File: src/rtl/core/pfl_pkg.sv
// ----------------------------------------------------------------------------
// pfl_pkg
// shared types and constants of the physical page free list
// ----------------------------------------------------------------------------
package pfl_pkg;

   // fixed field widths of the transaction payloads and registers
   localparam int CFG_W          = 13;
   localparam int PAGE_FIELD_W   = 12;
   localparam int COUNT_FIELD_W  = 13;
   localparam int REQ_KIND_W     = 2;
   localparam int STATUS_W       = 2;
   localparam int CSR_INDEX_W    = 2;

   // request kinds
   localparam logic [REQ_KIND_W-1:0] REQ_ALLOC = 2'd0;
   localparam logic [REQ_KIND_W-1:0] REQ_FREE  = 2'd1;
   localparam logic [REQ_KIND_W-1:0] REQ_INIT  = 2'd2;

   // result status codes
   localparam logic [STATUS_W-1:0] ST_OK    = 2'd0;
   localparam logic [STATUS_W-1:0] ST_EMPTY = 2'd1;
   localparam logic [STATUS_W-1:0] ST_RANGE = 2'd2;

   // register indexes
   localparam logic [CSR_INDEX_W-1:0] CSR_TOTAL_PAGES    = 2'd0;
   localparam logic [CSR_INDEX_W-1:0] CSR_RESERVED_FIRST = 2'd1;
   localparam logic [CSR_INDEX_W-1:0] CSR_RESERVED_END   = 2'd2;

   localparam logic [CFG_W-1:0] TOTAL_PAGES_RESET = 13'd4096;

   typedef struct packed {
      logic [REQ_KIND_W-1:0]   req_type;
      logic [PAGE_FIELD_W-1:0] page_number;
   } pfl_req_type;

   typedef struct packed {
      logic [PAGE_FIELD_W-1:0]  granted_page;
      logic [STATUS_W-1:0]      status;
      logic [COUNT_FIELD_W-1:0] free_count;
   } pfl_rsp_type;

   // init page walker status toward the controller
   typedef struct packed {
      logic busy;
      logic push;
      logic last;
   } pfl_walk_status_type;

   typedef enum logic [3:0] {
      S_IDLE  = 4'b0001,
      S_ALLOC = 4'b0010,
      S_INIT  = 4'b0100,
      S_HOLD  = 4'b1000
   } pfl_state_type;

endpackage

File: src/rtl/core/pfl_page_walk.sv
// ----------------------------------------------------------------------------
// pfl_page_walk
// steps through pages 0 .. limit-1, one a cycle, flagging reserved pages
// ----------------------------------------------------------------------------
module pfl_page_walk #(
   parameter int PAGE_W = 12,
   parameter int CMP_W  = 13
) (
   input  logic                         clock,
   input  logic                         reset,
   input  logic                         start,
   input  logic [CMP_W-1:0]             limit,
   input  logic [CMP_W-1:0]             rsv_first,
   input  logic [CMP_W-1:0]             rsv_end,
   output logic [PAGE_W-1:0]            page,
   output pfl_pkg::pfl_walk_status_type walk_status
);

   logic              busy_ff, busy_in;
   logic [PAGE_W-1:0] page_ff, page_in;
   logic [CMP_W-1:0]  page_cmp;
   logic              reserved;
   logic              last;

   assign page_cmp = CMP_W'(page_ff);
   assign reserved = (page_cmp >= rsv_first) && (page_cmp < rsv_end);
   assign last     = busy_ff && (page_cmp == (limit - CMP_W'(1)));

   always_comb begin
      busy_in = busy_ff;
      page_in = page_ff;
      if (start) begin
         busy_in = 1'b1;
         page_in = '0;
      end else if (busy_ff) begin
         if (last) begin
            busy_in = 1'b0;
         end else begin
            page_in = page_ff + PAGE_W'(1);
         end
      end
   end

   always_ff @(posedge clock) begin
      if (reset) begin
         busy_ff <= 1'b0;
      end else begin
         busy_ff <= busy_in;
      end
      page_ff <= page_in;
   end

   assign page             = page_ff;
   assign walk_status.busy = busy_ff;
   assign walk_status.push = busy_ff && !reserved;
   assign walk_status.last = last;

endmodule

File: config.mk
export PLATFORM = sky130hd
export DESIGN_NAME = pfl_page_walk
export DESIGN_NICKNAME = d
export VERILOG_FILES = /design/src/rtl/core/pfl_pkg.sv /design/src/rtl/core/pfl_page_walk.sv
export SDC_FILE = /design/constraint.sdc
export NUM_CORES = 1
export LEC_CHECK = 0
export ABC_CLOCK_PERIOD_IN_PS = 4500
export BUFFER_PORTS_ARGS = -buffer_cell sky130_fd_sc_hd__buf_2
export CAP_MARGIN = 20
export CORE_MARGIN = 4
export CORE_UTILIZATION = 53
export DETAILED_ROUTE_END_ITERATION = 10
export PLACE_DENSITY = 0.81
export SYNTH_ARGS = -nofsm -noshare
export SYNTH_HDL_FRONTEND = slang
export SYNTH_SLANG_ARGS = --single-unit
File: constraint.sdc
create_clock -name clock -period 4.5 [get_ports clock]
set_input_delay 0.225 -clock clock [delete_from_list [all_inputs] [get_ports clock]]
set_output_delay 0.225 -clock clock [all_outputs]
set_load 0.02 [all_outputs]
# [Word-level counts from Yosys, hierarchy flattened]
# Cells that the tools add are included.
[op_classes] n_eq_ne=1 n_reduce_logical=5 bitwise_logic=1 n_lt_le_gt_ge=2 n_mux=3 n_addsub=2
[op_table] operator="12-bit by 13-bit equality test with 1-bit output" n=1
[op_table] operator="12-bit by 13-bit greater-or-equal comparator with 1-bit output" n=1
[op_table] operator="12-bit by 13-bit less-than comparator with 1-bit output" n=1
[op_table] operator="13-bit by 1-bit subtractor with 13-bit output (second input constant)" n=1
[op_table] operator="12-bit by 1-bit adder with 12-bit output (second input constant)" n=1
[op_table] operator="1-bit logical AND" n=3
[op_table] operator="1-bit 2-to-1 mux" n=3
[op_table] operator="2-bit AND reduction" n=1
[op_table] operator="1-bit zero test" n=1
[op_table] operator="1-bit NOT" n=1
[totals] wordCells=16 regBits=13 output_inout_bits=15 input_bits=42

# [Logic depth before layout (Yosys ltp)]
[logic_depth] word_depth=6 ltp_mapped=10 mapped_depth_nobuf=9

# [Worst setup path before layout]
# OpenSTA, ideal clock, no wires.
[synth_path] kind="in2reg" from="input limit[0]" to="register page_ff[10] (netlist: page[10])" required_ns=4.377 setup_slack_ns=2.155 arrival_time_ns=2.221 n_path_buf=1 stages=10 setup_ns=0.123 cell_sequence="inv_1 -> ha_1 -> nor3b_4 -> nand3_1 -> xnor2_1 -> a211o_1 -> and4_4 -> buf_6 -> nor4_1 -> mux2_1"
[synth_between] elab_chain_cells=5
[synth_rtl] element="from (decl)" line_no="pfl_page_walk.sv:12" source="input logic [CMP_W-1:0] limit,"
[synth_rtl] element="13-bit by 1-bit subtractor with 13-bit output" line_no="pfl_page_walk.sv:27" source="assign last = busy_ff && (page_cmp == (limit - CMP_W'(1)));"
[synth_rtl] element="12-bit by 13-bit equality test with 1-bit output" line_no="pfl_page_walk.sv:27"
[synth_rtl] element="1-bit logical AND" line_no="pfl_page_walk.sv:27"
[synth_rtl] element="1-bit NOT (no source line)"
[synth_rtl] element="2-bit AND reduction (no source line)"
[synth_rtl] element="to (signal assigned)" line_no="pfl_page_walk.sv:50" source="page_ff <= page_in;"
[synth_rtl] element="to (decl)" line_no="pfl_page_walk.sv:20" source="logic [PAGE_W-1:0] page_ff, page_in;"
# Every way passes these cells.
# A chain may end at the register's enable or synchronous reset.

==> metrics <==
status=complete, no violations; Synth async-reset ratio=0%; Place WS=1.88 ns; Synth top area share=17.8%; DR pass1 iterations=4; Pwr Density=139 nW/um^2; Via density=5.46; cells after synthesis=230; Switch Pwr=0.0942 mW; routed wl met2=1.93 mm; Synth Cell Area=1750 um^2; clk sinks=13; worst-path fanout max=7; Max clock buf depth=2; Yosys top cell by area=ha_1; Ports=57; fmax=391 MHz; number of library cell types mapped by synthesis=47; Slew @ Worst Pin=0.530 ns; Leakage=1.05 nW; yosys warns=0; max_cap viols=0; sequential cell fraction of total power=42.5%; Primary FF master, synth=dfxtp_1; Final Hold Viols=0; clk slew on worst S/H paths=0.09 ns; Final #Nets=349; die width=65.5 um; Final Cycle Share=56.8%; RD Place Congestion=0.869; Hold EP=busy_ff$_SDFF_PP0_; grt total ovfl=0; RSZ-0062 raised after global routing=no; Power, Total=0.286 mW; core region area=3100 um^2; DR iter-0 viols=92; layout cells sized above 1=24.2%; clock root buffer master=clkbuf_4; row count=20; CP required=4.28 ns; die area=4290 um^2; setup TNS=0 ns; Post-Syn Area per Cell=7.63 um^2; Overall Global Routing Usage=19.1%; Comb power frac=30.6%; M1 WL=1.84 mm; Pins Over Slew Limit=0; commonest non-fill, non-tap cell in the layout=buf_2; worst hold start=reset; reg2reg start=page[8]$_SDFFE_PP0P_; critical path class=flip-flop to output pin; CTS tree=done; number of CTS-inserted buffers=3; vias in the first global route=1603; most frequent cells in the layout=buf_2, inv_1, ha_1, nor2_1; met3 wire length=250 um; number of fill cells=296; CTS Hold Bufs=0; reg2reg path depth=7; Min-Delay Path Depth=2; r2r endpoint=page[10]$_SDFFE_PP0P_; reg-to-reg setup timing slack=2.20 ns; largest net degree at the start of global routing=19; DRT Wirelength=4.01 mm; Syn Nets=297; input/output buffers=56; first-pass GRT wire length=6.74 mm; Synth Register Bits=13; endpoints failing setup=0; sw frac=33.0%; IR Drop Worst-Case VDD=194 uV; ANT cells=0; ANT nets after route=0; H-Tree Level Count=1; startpoint types=flip-flop; Hold WC Path Type=primary input to flip-flop; post-synthesis sequential area ratio=14.8%; Top Layer Used=met3; post-layout min period=2.55 ns; synth top area cells=ha_1, dfxtp_1, inv_1; Rel. slew slack=64.2%; routed vias=1773; Initial Utilization=56.5%; clock power share=26.9%; post-CTS setup buffer count=0; Int Pwr=0.191 mW; EDFF count, synth=0; # DRC=0; Routed WL per cell=12.3 um; die height=65.5 um; initial antenna violation count=0; Worst setup EP type=output pin; hpwl dp=3.32 mm; worst skew pair latency=0.29 ns; area grow syn2layout=17.0%; clock skew=0.00576 ns; Worst Path Arrival=2.33 ns; Setup WS post-layout=1.95 ns; post-cts resize count=0
==> how the worst max path moves through the flow <==
stage / start / to / depth (start not counted) / slack, ns
floorplan: limit[0] / page[10]$_SDFFE_PP0P_ / 10 / 2.16
global placement: limit[0] / page[6]$_SDFFE_PP0P_ / 10 / 1.95
global route: page[0]$_SDFFE_PP0P_ / walk_status[1] / 10 / 1.79
finish: page[6]$_SDFFE_PP0P_ / walk_status[1] / 9 / 1.95
detailed placement: limit[0] / page[6]$_SDFFE_PP0P_ / 10 / 1.88
CTS: page[0]$_SDFFE_PP0P_ / walk_status[1] / 10 / 1.95
==> power by group through the flow <==
| stage | logic, mW | registers (mW) | clock network, mW |
|---|---|---|---|
| CTS | 0.0878 | 0.122 | 0.0766 |
| finish | 0.0873 | 0.121 | 0.0769 |
| global route | 0.0989 | 0.122 | 0.0830 |
| detailed placement | 0.0870 | 0.124 | 0 |
| global placement | 0.0852 | 0.124 | 0 |
| floorplan | 0.0541 | 0.125 | 0 |
==> state kept, by name (all words and copies together) (netlist names) <==
signal and flops:
busy_ff 1, page 12
==> synthesized netlist by cell type (all sizes together) (2+ instances only) <==
cell,instances
inv,33
nor4,8
nor3b,2
nand2,9
o31a,2
or3,3
mux2,4
nand4,7
nor3,6
nor2b,5
or4,4
clkbuf,2
buf,7
nand3,7
nand2b,6
xor2,5
o31ai,3
and4,2
xnor2,9
mux2i,2
a21oi,13
a31oi,3
dfxtp,13
a21o,6
a211oi,2
o21ai,9
nor2,19
ha,25
==> worst max-delay path, cell delays in order (launching register included) <==
cell	delay [ns]
dfxtp_1	0.50
ha_1	0.31
a21o_1	0.19
a21o_1	0.17
a21oi_1	0.13
nor2_1	0.05
a211oi_1	0.23
o31a_1	0.20
o22ai_1	0.10
buf_2	0.17
==> metal layers <==
metal | global-route usage [%] | vias up
li1 | - | 925
met2 | 33.6 | 48
met3 | 4.44 | 0
met1 | 24.6 | 800
met5 | 0 | -
met4 | 1.30 | 0
==> kinds of logic after synthesis <==
logic type	share of synthesized area, %
compound gates	17.5
xor+xnor	6.99
fa+ha+maj	17.8
buf+inv	10.7
flops	14.8
mux	3.71
simple gates	28.4
==> stage by stage <==
step	cells	util [%]	hold WS (ns)	instance area (um^2)
6_report	325	66.2	0.0771	2050
5_1_grt	325	66.2	0.0865	2050
4_1_cts	325	66.2	0.0748	2050
3_5_place_dp	321	65.3	0.384	2030
3_3_place_gp	321	65.3	0.380	2030
2_1_floorplan	230	-	0.297	1750
==> area by class of cell <==
type                    count  area (um^2)  share of cell area, %
multi-input cells         175         1310                   63.6
repair buffers             56          280                   13.7
flip-flops and latches     13          260                   12.7
inverters                  33          124                   6.03
well taps                  44         55.1                   2.68
clock buffers               3         22.5                   1.10
clock inverters             1         5.00                  0.244
No activity file was read; power rests on OpenSTA's default activity.
